### src/rtl/core/ldts_pkg.sv
`default_nettype none
package ldts_pkg;

   localparam int GRID_COUNT = 16;

   localparam int PADDR_W = 6;
   localparam int PDATA_W = 64;

   localparam logic [7:0] DATA_CMD     = 8'b0100_0000;
   localparam logic [7:0] DISPLAY_OFF  = 8'b1000_0000;
   localparam logic [7:0] DISPLAY_ON   = 8'b1000_1000;
   localparam logic [7:0] ADDR_CMD     = 8'b1100_0000;
   localparam logic [3:0] BRIGHT_MAX   = 4'd8;
   localparam logic [3:0] BRIGHT_STEP  = 4'h1;

   typedef enum logic [1:0] {
      CMD_SETUP      = 2'd0,
      CMD_BRIGHTNESS = 2'd1,
      CMD_GRID       = 2'd2
   } command_type;

   typedef enum logic [2:0] {
      REG_GRID_MAP_ENABLE    = 3'd0,
      REG_GRID_MAP_LOWER     = 3'd1,
      REG_GRID_MAP_UPPER     = 3'd2,
      REG_SEGMENT_MAP_ENABLE = 3'd3,
      REG_SEGMENT_MAP        = 3'd4
   } reg_index_type;

   typedef enum logic [3:0] {
      ST_IDLE,
      ST_PRE_DATA,
      ST_PRE_CLOCK,
      ST_START,
      ST_BIT_CLOCK_LOW,
      ST_BIT_DATA,
      ST_BIT_CLOCK_HIGH,
      ST_END_CLOCK_LOW,
      ST_END_DATA_LOW,
      ST_END_CLOCK_HIGH,
      ST_END_DATA_HIGH
   } state_type;

   typedef enum logic [2:0] {
      PIN_NONE,
      PIN_DATA_HIGH,
      PIN_DATA_LOW,
      PIN_CLOCK_HIGH,
      PIN_CLOCK_LOW,
      PIN_DATA_BIT
   } pin_op_type;

   typedef struct packed {
      logic [39:0] grid_map_lower;
      logic [39:0] grid_map_upper;
      logic [23:0] segment_map;
      logic        grid_map_enable;
      logic        segment_map_enable;
   } cfg_type;

   typedef struct packed {
      logic       load;
      logic       emit;
      pin_op_type pin_op;
      logic       shift;
      logic       last;
   } ctrl_cmd_type;

   typedef struct packed {
      logic drop;
      logic setup;
      logic bits_done;
      logic out_free;
   } dp_status_type;

endpackage
`default_nettype wire

### src/rtl/core/ldts_req_if.sv
`default_nettype none
interface ldts_req_if;
   logic       valid;
   logic       ready;
   logic [1:0] command;
   logic [3:0] brightness_level;
   logic [7:0] grid_number;
   logic [7:0] segment_bits;

   modport source (
      output valid, command, brightness_level, grid_number, segment_bits,
      input  ready
   );
   modport sink (
      input  valid, command, brightness_level, grid_number, segment_bits,
      output ready
   );
endinterface
`default_nettype wire

### src/rtl/core/ldts_rsp_if.sv
`default_nettype none
interface ldts_rsp_if;
   logic valid;
   logic ready;
   logic data_line;
   logic clock_line;
   logic last_change;

   modport source (
      output valid, data_line, clock_line, last_change,
      input  ready
   );
   modport sink (
      input  valid, data_line, clock_line, last_change,
      output ready
   );
endinterface
`default_nettype wire

### src/rtl/core/ldts_csr.sv
`default_nettype none
module ldts_csr import ldts_pkg::*; (
   input  wire logic               clock,
   input  wire logic               reset,
   input  wire logic               csr_psel,
   input  wire logic               csr_penable,
   input  wire logic               csr_pwrite,
   input  wire logic [PADDR_W-1:0] csr_paddr,
   input  wire logic [PDATA_W-1:0] csr_pwdata,
   output logic      [PDATA_W-1:0] csr_prdata,
   output logic                    csr_pready,
   output cfg_type                 cfg
);

   cfg_type       cfg_ff;
   cfg_type       cfg_in;
   reg_index_type index;
   logic          write_en;

   assign index      = reg_index_type'(csr_paddr[PADDR_W-1:3]);
   assign write_en   = csr_psel && csr_penable && csr_pwrite;
   assign csr_pready = 1'b1;
   assign cfg        = cfg_ff;

   always_comb begin
      cfg_in = cfg_ff;
      if (write_en) begin
         unique case (index)
            REG_GRID_MAP_ENABLE:    cfg_in.grid_map_enable    = csr_pwdata[0];
            REG_GRID_MAP_LOWER:     cfg_in.grid_map_lower     = csr_pwdata[39:0];
            REG_GRID_MAP_UPPER:     cfg_in.grid_map_upper     = csr_pwdata[39:0];
            REG_SEGMENT_MAP_ENABLE: cfg_in.segment_map_enable = csr_pwdata[0];
            REG_SEGMENT_MAP:        cfg_in.segment_map        = csr_pwdata[23:0];
            default: ;
         endcase
      end
   end

   always_comb begin
      unique case (index)
         REG_GRID_MAP_ENABLE:    csr_prdata = {63'd0, cfg_ff.grid_map_enable};
         REG_GRID_MAP_LOWER:     csr_prdata = {24'd0, cfg_ff.grid_map_lower};
         REG_GRID_MAP_UPPER:     csr_prdata = {24'd0, cfg_ff.grid_map_upper};
         REG_SEGMENT_MAP_ENABLE: csr_prdata = {63'd0, cfg_ff.segment_map_enable};
         REG_SEGMENT_MAP:        csr_prdata = {40'd0, cfg_ff.segment_map};
         default:                csr_prdata = '0;
      endcase
   end

   always_ff @(posedge clock) begin
      if (reset) begin
         cfg_ff <= '0;
      end else begin
         cfg_ff <= cfg_in;
      end
   end

endmodule
`default_nettype wire

### src/rtl/core/ldts_dp.sv
`default_nettype none
module ldts_dp import ldts_pkg::*; (
   input  wire logic         clock,
   input  wire logic         reset,
   input  wire cfg_type      cfg,
   input  wire logic [1:0]   command,
   input  wire logic [3:0]   brightness_level,
   input  wire logic [7:0]   grid_number,
   input  wire logic [7:0]   segment_bits,
   input  wire ctrl_cmd_type cmd,
   output dp_status_type     status,
   output logic              rsp_valid,
   input  wire logic         rsp_ready,
   output logic              rsp_data_line,
   output logic              rsp_clock_line,
   output logic              rsp_last_change
);

   logic [15:0] shift_ff, shift_in;
   logic [3:0]  bit_cnt_ff, bit_cnt_in;
   logic        two_bytes_ff, two_bytes_in;
   logic        data_level_ff, data_level_in;
   logic        clock_level_ff, clock_level_in;
   logic        rsp_valid_ff, rsp_valid_in;
   logic        rsp_data_ff, rsp_clock_ff, rsp_last_ff;

   logic [39:0] map_word;
   logic [4:0]  map_entry;
   logic [3:0]  grid_final;
   logic [7:0]  segs_final;
   logic [7:0]  segs_mapped;
   logic [3:0]  level_sat;
   logic [7:0]  bright_byte;
   logic        grid_drop;
   logic [15:0] load_bytes;
   command_type cmd_code;

   assign cmd_code = command_type'(command);

   always_comb begin
      map_word  = grid_number[3] ? cfg.grid_map_upper : cfg.grid_map_lower;
      map_entry = map_word[{3'd0, grid_number[2:0]} * 6'd5 +: 5];
      grid_drop = (grid_number >= 8'(GRID_COUNT)) ||
                  (cfg.grid_map_enable && (map_entry >= 5'(GRID_COUNT)));
      grid_final = cfg.grid_map_enable ? map_entry[3:0] : grid_number[3:0];

      segs_mapped = '0;
      for (int i = 0; i < 8; i++) begin
         if (segment_bits[i]) begin
            segs_mapped[cfg.segment_map[3*i +: 3]] = 1'b1;
         end
      end
      segs_final = cfg.segment_map_enable ? segs_mapped : segment_bits;

      level_sat   = (brightness_level > BRIGHT_MAX) ? BRIGHT_MAX : brightness_level;
      bright_byte = (level_sat == '0) ? DISPLAY_OFF :
                    (DISPLAY_ON | {5'd0, 3'(level_sat - BRIGHT_STEP)});
   end

   always_comb begin
      status.drop  = 1'b0;
      status.setup = 1'b0;
      load_bytes   = '0;
      unique case (cmd_code)
         CMD_SETUP: begin
            status.setup = 1'b1;
            load_bytes   = {8'd0, DATA_CMD};
         end
         CMD_BRIGHTNESS: begin
            load_bytes = {8'd0, bright_byte};
         end
         CMD_GRID: begin
            status.drop = grid_drop;
            load_bytes  = {segs_final, ADDR_CMD | {4'd0, grid_final}};
         end
         default: begin
            status.drop = 1'b1;
         end
      endcase
      status.bits_done = (bit_cnt_ff == {two_bytes_ff, 3'b111});
      status.out_free  = !rsp_valid_ff || rsp_ready;
   end

   always_comb begin
      shift_in       = shift_ff;
      bit_cnt_in     = bit_cnt_ff;
      two_bytes_in   = two_bytes_ff;
      data_level_in  = data_level_ff;
      clock_level_in = clock_level_ff;
      if (cmd.load) begin
         shift_in     = load_bytes;
         bit_cnt_in   = '0;
         two_bytes_in = (cmd_code == CMD_GRID);
      end
      if (cmd.emit) begin
         unique case (cmd.pin_op)
            PIN_DATA_HIGH:  data_level_in  = 1'b1;
            PIN_DATA_LOW:   data_level_in  = 1'b0;
            PIN_CLOCK_HIGH: clock_level_in = 1'b1;
            PIN_CLOCK_LOW:  clock_level_in = 1'b0;
            PIN_DATA_BIT:   data_level_in  = shift_ff[0];
            default: ;
         endcase
         if (cmd.shift) begin
            shift_in   = {1'b0, shift_ff[15:1]};
            bit_cnt_in = bit_cnt_ff + 4'd1;
         end
      end
   end

   always_comb begin
      rsp_valid_in = rsp_valid_ff;
      if (cmd.emit) begin
         rsp_valid_in = 1'b1;
      end else if (rsp_ready) begin
         rsp_valid_in = 1'b0;
      end
   end

   always_ff @(posedge clock) begin
      if (reset) begin
         bit_cnt_ff     <= '0;
         two_bytes_ff   <= 1'b0;
         data_level_ff  <= 1'b1;
         clock_level_ff <= 1'b1;
         rsp_valid_ff   <= 1'b0;
      end else begin
         bit_cnt_ff     <= bit_cnt_in;
         two_bytes_ff   <= two_bytes_in;
         data_level_ff  <= data_level_in;
         clock_level_ff <= clock_level_in;
         rsp_valid_ff   <= rsp_valid_in;
      end
   end

   always_ff @(posedge clock) begin
      shift_ff <= shift_in;
      if (cmd.emit) begin
         rsp_data_ff  <= data_level_in;
         rsp_clock_ff <= clock_level_in;
         rsp_last_ff  <= cmd.last;
      end
   end

   assign rsp_valid       = rsp_valid_ff;
   assign rsp_data_line   = rsp_data_ff;
   assign rsp_clock_line  = rsp_clock_ff;
   assign rsp_last_change = rsp_last_ff;

endmodule
`default_nettype wire

### src/rtl/core/ldts_ctrl.sv
`default_nettype none
module ldts_ctrl import ldts_pkg::*; (
   input  wire logic          clock,
   input  wire logic          reset,
   input  wire logic          req_valid,
   output logic               req_ready,
   input  wire dp_status_type status,
   output ctrl_cmd_type       cmd
);

   state_type state_ff, state_in;

   always_ff @(posedge clock) begin
      if (reset) begin
         state_ff <= ST_IDLE;
      end else begin
         state_ff <= state_in;
      end
   end

   always_comb begin
      state_in   = state_ff;
      cmd        = '0;
      cmd.pin_op = PIN_NONE;
      req_ready  = (state_ff == ST_IDLE);
      unique case (state_ff)
         ST_IDLE: begin
            if (req_valid) begin
               cmd.load = 1'b1;
               if (!status.drop) begin
                  state_in = status.setup ? ST_PRE_DATA : ST_START;
               end
            end
         end
         default: begin
            if (status.out_free) begin
               cmd.emit = 1'b1;
               unique case (state_ff)
                  ST_PRE_DATA: begin
                     cmd.pin_op = PIN_DATA_HIGH;
                     state_in   = ST_PRE_CLOCK;
                  end
                  ST_PRE_CLOCK: begin
                     cmd.pin_op = PIN_CLOCK_HIGH;
                     state_in   = ST_START;
                  end
                  ST_START: begin
                     cmd.pin_op = PIN_DATA_LOW;
                     state_in   = ST_BIT_CLOCK_LOW;
                  end
                  ST_BIT_CLOCK_LOW: begin
                     cmd.pin_op = PIN_CLOCK_LOW;
                     state_in   = ST_BIT_DATA;
                  end
                  ST_BIT_DATA: begin
                     cmd.pin_op = PIN_DATA_BIT;
                     state_in   = ST_BIT_CLOCK_HIGH;
                  end
                  ST_BIT_CLOCK_HIGH: begin
                     cmd.pin_op = PIN_CLOCK_HIGH;
                     cmd.shift  = 1'b1;
                     state_in   = status.bits_done ? ST_END_CLOCK_LOW : ST_BIT_CLOCK_LOW;
                  end
                  ST_END_CLOCK_LOW: begin
                     cmd.pin_op = PIN_CLOCK_LOW;
                     state_in   = ST_END_DATA_LOW;
                  end
                  ST_END_DATA_LOW: begin
                     cmd.pin_op = PIN_DATA_LOW;
                     state_in   = ST_END_CLOCK_HIGH;
                  end
                  ST_END_CLOCK_HIGH: begin
                     cmd.pin_op = PIN_CLOCK_HIGH;
                     state_in   = ST_END_DATA_HIGH;
                  end
                  ST_END_DATA_HIGH: begin
                     cmd.pin_op = PIN_DATA_HIGH;
                     cmd.last   = 1'b1;
                     state_in   = ST_IDLE;
                  end
                  default: begin
                     cmd.emit = 1'b0;
                     state_in = ST_IDLE;
                  end
               endcase
            end
         end
      endcase
   end

endmodule
`default_nettype wire

### src/rtl/core/led_driver_two_wire_sender.sv
// first pin change of an item: the accept registers the sequencer state, then, once the output
// is free, the change is registered into the output stage; one pin change per cycle while the
// output is not stalled; an item holds the frame sequencer from its accept through all of its
// pin changes, and the sequencer takes the next item only after the last change
// dropped items (bad command, grid out of range or unmapped) are accepted with no pin change
// reset: synchronous, active high; both pin levels high, config, bit count and output valid zero, sequencer idle
`default_nettype none
module led_driver_two_wire_sender import ldts_pkg::*; (
   input  wire logic               clock,
   input  wire logic               reset,
   ldts_req_if.sink                req_chan,
   ldts_rsp_if.source              rsp_chan,
   input  wire logic               csr_psel,
   input  wire logic               csr_penable,
   input  wire logic               csr_pwrite,
   input  wire logic [PADDR_W-1:0] csr_paddr,
   input  wire logic [PDATA_W-1:0] csr_pwdata,
   output logic      [PDATA_W-1:0] csr_prdata,
   output logic                    csr_pready
);

   cfg_type       cfg;
   ctrl_cmd_type  cmd;
   dp_status_type status;

   ldts_csr u_csr (
      .clock       (clock),
      .reset       (reset),
      .csr_psel    (csr_psel),
      .csr_penable (csr_penable),
      .csr_pwrite  (csr_pwrite),
      .csr_paddr   (csr_paddr),
      .csr_pwdata  (csr_pwdata),
      .csr_prdata  (csr_prdata),
      .csr_pready  (csr_pready),
      .cfg         (cfg)
   );

   ldts_ctrl u_ctrl (
      .clock     (clock),
      .reset     (reset),
      .req_valid (req_chan.valid),
      .req_ready (req_chan.ready),
      .status    (status),
      .cmd       (cmd)
   );

   ldts_dp u_dp (
      .clock            (clock),
      .reset            (reset),
      .cfg              (cfg),
      .command          (req_chan.command),
      .brightness_level (req_chan.brightness_level),
      .grid_number      (req_chan.grid_number),
      .segment_bits     (req_chan.segment_bits),
      .cmd              (cmd),
      .status           (status),
      .rsp_valid        (rsp_chan.valid),
      .rsp_ready        (rsp_chan.ready),
      .rsp_data_line    (rsp_chan.data_line),
      .rsp_clock_line   (rsp_chan.clock_line),
      .rsp_last_change  (rsp_chan.last_change)
   );

endmodule
`default_nettype wire

### src/flat_wrapper.sv
// flat-port wrapper written by rule: the top's interface ports become plain ports
module led_driver_two_wire_sender_flat import ldts_pkg::*;
  (clock, reset, csr_psel, csr_penable, csr_pwrite, csr_paddr, csr_pwdata, csr_prdata, csr_pready, req_chan_valid, req_chan_command, req_chan_brightness_level, req_chan_grid_number, req_chan_segment_bits, req_chan_ready, rsp_chan_valid, rsp_chan_data_line, rsp_chan_clock_line, rsp_chan_last_change, rsp_chan_ready);
  ldts_req_if req_chan_i ();
  ldts_rsp_if rsp_chan_i ();
  input  wire logic clock;
  input  wire logic reset;
  input  wire logic csr_psel;
  input  wire logic csr_penable;
  input  wire logic csr_pwrite;
  input  wire logic [PADDR_W-1:0] csr_paddr;
  input  wire logic [PDATA_W-1:0] csr_pwdata;
  output logic      [PDATA_W-1:0] csr_prdata;
  output logic csr_pready;
  input wire logic [$bits(req_chan_i.valid)-1:0] req_chan_valid;
  input wire logic [$bits(req_chan_i.command)-1:0] req_chan_command;
  input wire logic [$bits(req_chan_i.brightness_level)-1:0] req_chan_brightness_level;
  input wire logic [$bits(req_chan_i.grid_number)-1:0] req_chan_grid_number;
  input wire logic [$bits(req_chan_i.segment_bits)-1:0] req_chan_segment_bits;
  output wire logic [$bits(req_chan_i.ready)-1:0] req_chan_ready;
  output wire logic [$bits(rsp_chan_i.valid)-1:0] rsp_chan_valid;
  output wire logic [$bits(rsp_chan_i.data_line)-1:0] rsp_chan_data_line;
  output wire logic [$bits(rsp_chan_i.clock_line)-1:0] rsp_chan_clock_line;
  output wire logic [$bits(rsp_chan_i.last_change)-1:0] rsp_chan_last_change;
  input wire logic [$bits(rsp_chan_i.ready)-1:0] rsp_chan_ready;
  assign req_chan_i.valid = req_chan_valid;
  assign req_chan_i.command = req_chan_command;
  assign req_chan_i.brightness_level = req_chan_brightness_level;
  assign req_chan_i.grid_number = req_chan_grid_number;
  assign req_chan_i.segment_bits = req_chan_segment_bits;
  assign req_chan_ready = req_chan_i.ready;
  assign rsp_chan_valid = rsp_chan_i.valid;
  assign rsp_chan_data_line = rsp_chan_i.data_line;
  assign rsp_chan_clock_line = rsp_chan_i.clock_line;
  assign rsp_chan_last_change = rsp_chan_i.last_change;
  assign rsp_chan_i.ready = rsp_chan_ready;
  led_driver_two_wire_sender u_core (.clock(clock), .reset(reset), .req_chan(req_chan_i), .rsp_chan(rsp_chan_i), .csr_psel(csr_psel), .csr_penable(csr_penable), .csr_pwrite(csr_pwrite), .csr_paddr(csr_paddr), .csr_pwdata(csr_pwdata), .csr_prdata(csr_prdata), .csr_pready(csr_pready));
endmodule
### config.mk
export PLATFORM = sky130hd
export DESIGN_NAME = led_driver_two_wire_sender_flat
export DESIGN_NICKNAME = d
export VERILOG_FILES = /design/src/rtl/core/ldts_pkg.sv /design/src/rtl/core/ldts_req_if.sv /design/src/rtl/core/ldts_rsp_if.sv /design/src/rtl/core/ldts_csr.sv /design/src/rtl/core/ldts_dp.sv /design/src/rtl/core/ldts_ctrl.sv /design/src/rtl/core/led_driver_two_wire_sender.sv /design/src/flat_wrapper.sv
export SDC_FILE = /design/constraint.sdc
export NUM_CORES = 1
export LEC_CHECK = 0
export ABC_AREA = 1
export BUFFER_PORTS_ARGS = -buffer_cell sky130_fd_sc_hd__buf_2
export CAP_MARGIN = 10
export CORE_UTILIZATION = 47
export DETAILED_ROUTE_END_ITERATION = 7
export HOLD_SLACK_MARGIN = 0.03
export PLACE_DENSITY_LB_ADDON = 0.2
export SYNTH_ARGS = -nofsm -noshare
export SYNTH_HDL_FRONTEND = slang
export SYNTH_SLANG_ARGS = --single-unit
### constraint.sdc
create_clock -name clock -period 1.69 [get_ports clock]
set_input_delay 0.169 -clock clock [delete_from_list [all_inputs] [get_ports clock]]
set_output_delay 0.169 -clock clock [all_outputs]
set_load 0.005 [all_outputs]
=== Word-level counts from Yosys, hierarchy flattened ===
Cells that the tools add are included.

* Register bits: 137
* Bits of input ports: 99
* Output and inout port bits: 70
* Word-level logic and storage cells: 163

* Add/subtract/negate cells: 2
* Multiply operators: 1
* Magnitude comparators: 19
* Eq/ne operators: 24
* Shifts and indexed selects: 1
* Mux-type cells: 60
* Bitwise logic cells: 8
* Reduce and logical (&&, ||, !) cells: 33

{| class="wikitable"
|+ Operator list
! kind !! number
|-
| 40-bit case mux with 5 select lines || 1
|-
| 8-bit 2-to-1 mux || 9
|-
| 8-bit bitwise OR || 7
|-
| 16-bit 2-to-1 mux || 3
|-
| 16-bit case mux with 3 select lines || 1
|-
| 4-bit 2-to-1 mux || 10
|-
| 40-bit 2-to-1 mux || 1
|-
| 40-bit by 7-bit indexed part select with 5-bit output || 1
|-
| 4-bit case mux with 9 select lines || 1
|-
| 3-bit by 4-bit less-than comparator with 1-bit output (second input constant) || 8
|-
| 1-bit demux with 3-bit select || 8
|-
| 3-bit by 1-bit >= comparator with 1-bit output (second input constant) || 8
|-
| 1-bit 2-to-1 mux || 18
|-
| 4-bit by 3-bit == test with 1-bit output (second input constant) || 4
|-
| 3-bit case mux with 5 select lines || 1
|-
| 3-bit by 2-bit == test with 1-bit output (second input constant) || 4
|-
| 4-bit == test (second input constant) || 3
|-
| 6-bit 2-to-1 mux || 2
|-
| 1-bit logical AND || 11
|-
| 2-bit AND reduction || 5
|-
| 10-bit OR reduction || 1
|-
| 2-bit OR reduction || 5
|-
| 3-bit == test (second input constant) || 3
|-
| 4-bit by 2-bit == test with 1-bit output (second input constant) || 2
|-
| 24 further kinds || 31
|}

=== Depth between registers and ports, before layout ===
* Word-level depth: 24
* Depth in mapped cells: 15
* Depth with buffers taken out: 13

=== Cells and area by module ===
Synthesis repeated with hierarchy kept, for this count alone.

* Cell total of the unflattened synthesis: 1,391
* Area, all modules: 8,481.9 um^2

{| class="wikitable"
|+ Modules (own cells, without submodules)
! module !! times used !! cells an instance !! area an instance (um^2) !! sequential area each (um^2)
|-
| ldts_csr || 1 || 823 || 5,212.5 || 2,122.0
|-
| ldts_dp || 1 || 501 || 2,867.8 || 570.5
|-
| ldts_ctrl || 1 || 67 || 401.6 || 80.1
|}

=== Worst setup path after synthesis ===
Ideal clock, no wire load.

* Path kind: register to register
* Start point: register u_core.u_ctrl.state_ff[0]
* End point: register u_core.u_dp.shift_ff[9]
* Arrival time: 1.356 ns
* Required time: 1.616 ns
* Path slack: 0.260 ns
* Stages on the path, launching flop included: 11
* Path buffers: 0
* Cells stage by stage: dfxtp_1 nor2_1 inv_1 nor2_4 nand2_2 inv_2 nand2_2 nor2_4 o21a_1 o31ai_1 a31oi_1

* Elaborated cells on any way between the ends: 20

{| class="wikitable"
|+ RTL lines
! what !! line !! text
|-
| start, declared || ldts_ctrl.sv:11 || <nowiki>state_type state_ff, state_in;</nowiki>
|-
| start signal, assigned || ldts_ctrl.sv:17 || <nowiki>state_ff <= state_in;</nowiki>
|-
| 4-bit zero test (*) || - ||
|-
| named net req_chan_ready || flat_wrapper.sv:20 || <nowiki>output wire logic [$bits(req_chan_i.ready)-1:0] req_chan_ready;</nowiki>
|-
| 1-bit 2-to-1 mux || ldts_ctrl.sv:26 || <nowiki>unique case (state_ff)</nowiki>
|-
| 16-bit 2-to-1 mux || ldts_dp.sv:90 || <nowiki>if (cmd.load) begin</nowiki>
|-
| 16-bit 2-to-1 mux || ldts_dp.sv:104 || <nowiki>if (cmd.shift) begin</nowiki>
|-
| 16-bit 2-to-1 mux (*) || ldts_dp.sv:95 || <nowiki>if (cmd.emit) begin</nowiki>
|-
| named net u_core.u_dp.shift_in[9] || ldts_dp.sv:19 || <nowiki>logic [15:0] shift_ff, shift_in;</nowiki>
|-
| end signal, assigned || ldts_dp.sv:137 || <nowiki>shift_ff <= shift_in;</nowiki>
|-
| end, declared || ldts_dp.sv:19 ||
|}

The timed path passes the listed nets; every way through them passes the cells marked *.
A chain may end at the register's enable or synchronous reset.

=== Worst setup path after layout ===
* Start point: register u_core.u_csr.cfg_ff, in the netlist u_core.u_csr.cfg[5]
* End point: output port csr_prdata[3]

* Word-level cells in the longest chain between the ends: 1

{| class="wikitable"
|+ Ends and longest elaborated chain
! what !! line !! text
|-
| start, declared || ldts_csr.sv:15 || <nowiki>cfg_type cfg_ff;</nowiki>
|-
| start signal, assigned || ldts_csr.sv:54 || <nowiki>cfg_ff <= cfg_in;</nowiki>
|-
| 40-bit case mux with 5 select lines || ldts_csr.sv:40 || <nowiki>unique case (index)</nowiki>
|-
| end, declared || flat_wrapper.sv:13 || <nowiki>output logic [PDATA_W-1:0] csr_prdata;</nowiki>
|}

Every way passes these cells.

==> flow_summary.ini <==
[run_status]
status = completed

[yosys]
top_area_cells_in_the_synthesized_netlist = sky130_fd_sc_hd__dfxtp_1, sky130_fd_sc_hd__o21ai_0, sky130_fd_sc_hd__nor2_1, sky130_fd_sc_hd__nand2_1, sky130_fd_sc_hd__a21oi_1
yosysTopAreaCell = sky130_fd_sc_hd__dfxtp_1
ys_warn_count = 0
dominantRegCellSynth = sky130_fd_sc_hd__dfxtp_1
synth_cell_type_count = 41
edff_count_synth = 3
ys_seq_elements = 137
synth.yosys.seq_area_share = 0.370
synth_largest_type_area_fraction = 0.358
post_synth_instance_area_um2 = 7490
post_synth_inst_count = 1108
synthesized_area_divided_by_synthesized_cell_count_um2 = 6.76
async_flop_share = 0

[sta]
timing.final.setup_violations = 0
totalNegativeSetupSlack_ps = 0
post-route-min-period_ps = 1650
final_hold_viol_count = 0
worst_setup_skew_after_layout_ps = 4.68
maxClockFrequency_ghz = 0.606
final_max_slew_viol_count = 0
layout_worst_path_cycle_share = 0.977
hold_slack_ps = 37.2

[route]
routed_via_density = 5.48
drt_drc_violations_left = 0
first_iter_violations = 745
drt-pass1-iter-count = 5
via_count = 8115
antenna_left = 0
detail_route.wl_per_cell_um = 15.9
wl_um = 23600

[floorplan]
fp.coreArea_um2 = 15400
effective_utilization_at_floorplan = 0.487
die-height_um = 128
total_die_area_um2 = 16400
row_count = 45
top_level_ports = 169
die_x_um = 128

[power_and_ir_drop]
power.internal_mw = 6.50
seq_power_share = 0.397
cellPowerDensity_nw_per_um2 = 1000
power_frac_clock = 0.392
max-vdd-ir-drop_mv = 0.706
sw_frac_of_total = 0.299
comb_power_share = 0.212
power_leakage_nw = 4.03
sw_pwr_mw = 2.78

[worst_setup_path]
reg2reg_to = u_core.u_dp.shift_ff[9]
worst-r2r-cell-count = 10
worst_ep_required_time_ps = 1520
cp_max_fo = 6
crit_path_top_delay_cell = sky130_fd_sc_hd__dfxtp_1
cp.arrival_ps = 1480
crit_path_cell_trace = inv_1, o211ai_1, buf_2
crit-reg2reg-launch = u_core.u_ctrl.state_ff[3]
critPathBufInv = 2
reg2reg_setup_slack_ps = 80
crit_type = reg -> out
timing.critical_path.from_type = flop
setup.worst_path.start = u_core.u_csr.cfg[5]
cp_endpoint_kind = output port
slowest_stage_delay_on_critical_path_ps = 430
worst_path_dominant_cell_family = flip-flops

[global_routing]
grt_start_max_net_pins = 57
first_global_vias = 7366
grt_usage = 0.293
grt_pass1_wl_um = 37500
grt_remaining_overflow = 0
initial_antenna_violation_count = 0

[cells_and_area]
layout.cell_area.non_filler_um2 = 9260
multiInputGateArea_um2 = 3920
area_used_by_sequential_logic_in_the_layout_um2 = 2780
area_overhead_of_the_layout_relative_to_synthesis_pct = 23.7
final_layout_size_suffix_gt1_frac = 0.177
count_of_filler_cells_inserted_in_the_layout = 1488
diodes = 0
finish.net_count = 1362

[placed_design]
dpl.hpwl_um = 16800
io_buffers = 116
placed_area_um2 = 8330
gpl.final_weighted_congestion = 0.883

[clock_network]
cts_buffer_depth = 2
cts.htree.levels = 4
clock-root-buffer = sky130_fd_sc_hd__clkbuf_16
tritoncts = yes
cts.sinks = 137
cts-buffers-inserted = 17
clk_latency_worst_skew_pair_ps = 420
clk_pin_slew_worst_paths_ps = 60

[flow_run]
maxCapViolations = 0

[worst_hold_path]
type_of_the_most_critical_hold_path = in -> reg
timing.hold.worst_path_depth = 3
hold_path_end = u_core.u_csr.cfg[47]
min_from = csr_pwdata[21]
metrics by stage:
step           std cells  total power, mW  setup WS, ps  utilization
6_report            1481             9.27          38.6        0.603
5_1_grt             1481             9.68         -7.89        0.603
4_1_cts             1476             9.14        0.0749        0.597
3_5_place_dp        1417             5.50          2.66        0.542
3_3_place_gp        1417             5.48          37.9        0.542
2_1_floorplan       1131             4.94           260            -
cell families after synthesis:
logic type	count (synthesis)	synth area share
simple gates	437	0.253
flops	137	0.370
other cells	2	0.00100
fa+ha+maj	6	0.0100
compound gates	324	0.244
buf+inv	202	0.122
flip-flops by register name, indices dropped and copies added (netlist names):
signal / cells
u_core.u_dp.shift_ff: 16
u_core.u_csr.cfg: 106
u_core.u_dp.rsp_last_change: 1
u_core.u_dp.clock_level_ff: 1
u_core.u_dp.rsp_clock_line: 1
u_core.u_dp.rsp_data_line: 1
u_core.u_dp.two_bytes_ff: 1
u_core.u_ctrl.state_ff: 4
u_core.u_dp.rsp_valid: 1
u_core.u_dp.data_level_ff: 1
u_core.u_dp.bit_cnt_ff: 4
routing by layer:
| layer | up-vias | track usage | part of all wire |
|---|---|---|---|
| met5 | - | 0 | 0 |
| li1 | 4009 | - | - |
| met2 | 342 | 0.476 | 0.46 |
| met1 | 3718 | 0.382 | 0.45 |
| met4 | 0 | 0.115 | 0.024 |
| met3 | 46 | 0.0576 | 0.066 |
worst min-delay path: stages:
cell,delay (ps)
sky130_fd_sc_hd__buf_2,110
sky130_fd_sc_hd__nor2_1,50
sky130_fd_sc_hd__nor2_1,90
layout make-up:
cell class                 instances  area share
multi-input combinational        792       0.424
sequential                       137       0.300
timing repair buffer             191       0.139
clock buffer                      23      0.0517
inverter                         118      0.0481
tap                              211      0.0285
clock inverter                     9     0.00959
layout by cell type, fill, tap and decap left out, types with 4 or more instances in the layout:
master	synthesis	layout
sky130_fd_sc_hd__dfxtp_1	134	132
sky130_fd_sc_hd__clkbuf_16	0	18
sky130_fd_sc_hd__nand2_1	154	152
sky130_fd_sc_hd__nand3_1	71	71
sky130_fd_sc_hd__o21ai_1	2	4
sky130_fd_sc_hd__o221ai_1	15	15
sky130_fd_sc_hd__o211ai_1	24	24
sky130_fd_sc_hd__a22o_1	4	4
sky130_fd_sc_hd__conb_1	2	25
sky130_fd_sc_hd__buf_4	28	42
sky130_fd_sc_hd__dlygate4sd3_1	0	27
sky130_fd_sc_hd__nor3_1	12	12
sky130_fd_sc_hd__nor2_1	157	154
sky130_fd_sc_hd__o21ai_0	159	156
sky130_fd_sc_hd__a31oi_1	6	6
sky130_fd_sc_hd__inv_2	7	11
sky130_fd_sc_hd__nand4_1	22	22
sky130_fd_sc_hd__nor2_2	1	4
sky130_fd_sc_hd__buf_12	0	6
sky130_fd_sc_hd__clkbuf_1	28	4
sky130_fd_sc_hd__buf_2	20	116
sky130_fd_sc_hd__a21oi_1	88	88
sky130_fd_sc_hd__ha_1	6	6
sky130_fd_sc_hd__o22ai_1	9	9
sky130_fd_sc_hd__inv_1	110	106
sky130_fd_sc_hd__nor2_4	4	4
sky130_fd_sc_hd__nor4_1	10	10
synthesized netlist by cell type (4+ instances only):
cell,number
sky130_fd_sc_hd__nor2_4,4
sky130_fd_sc_hd__clkbuf_1,28
sky130_fd_sc_hd__nor2_1,157
sky130_fd_sc_hd__nand2_1,154
sky130_fd_sc_hd__a22o_1,4
sky130_fd_sc_hd__nand3_1,71
sky130_fd_sc_hd__nor4_1,10
sky130_fd_sc_hd__ha_1,6
sky130_fd_sc_hd__a31oi_1,6
sky130_fd_sc_hd__buf_4,28
sky130_fd_sc_hd__o221ai_1,15
sky130_fd_sc_hd__a21oi_1,88
sky130_fd_sc_hd__inv_2,7
sky130_fd_sc_hd__o31ai_1,4
sky130_fd_sc_hd__o22ai_1,9
sky130_fd_sc_hd__o21ai_0,159
sky130_fd_sc_hd__dfxtp_1,134
sky130_fd_sc_hd__nor3_1,12
sky130_fd_sc_hd__nand4_1,22
sky130_fd_sc_hd__inv_1,110
sky130_fd_sc_hd__o211ai_1,24
sky130_fd_sc_hd__buf_2,20
power groups by stage:
stage                     logic (mW)  clock network (mW)  registers (mW)
after CTS                       1.84                3.63            3.67
after global routing            2.19                3.79            3.71
final                           1.96                3.63            3.68
after global placement          1.75                   0            3.73
after detailed placement        1.77                   0            3.74
after floorplan                 1.21                   0            3.73
worst max path at each step:
stage	cells past startpoint	end	slack, ps
after floorplan	10	u_core.u_dp.shift_ff[9]	260
after global placement	13	u_core.u_ctrl.state_ff[0]	40
after detailed placement	13	u_core.u_ctrl.state_ff[1]	3
after CTS	5	csr_prdata[0]	0.07
after global routing	10	u_core.u_dp.shift_ff[9]	-8
final	3	csr_prdata[3]	40
repair_timing:
action                                 4_1_cts  5_1_grt
setup endpoints to repair                    1       26
gates resized for setup                      2       19
buffers inserted                             0        5
hold buffers                                27        0
endpoints found under the hold margin       37        0
pin swaps                                    0        6
No activity file was read; power rests on OpenSTA's default activity.
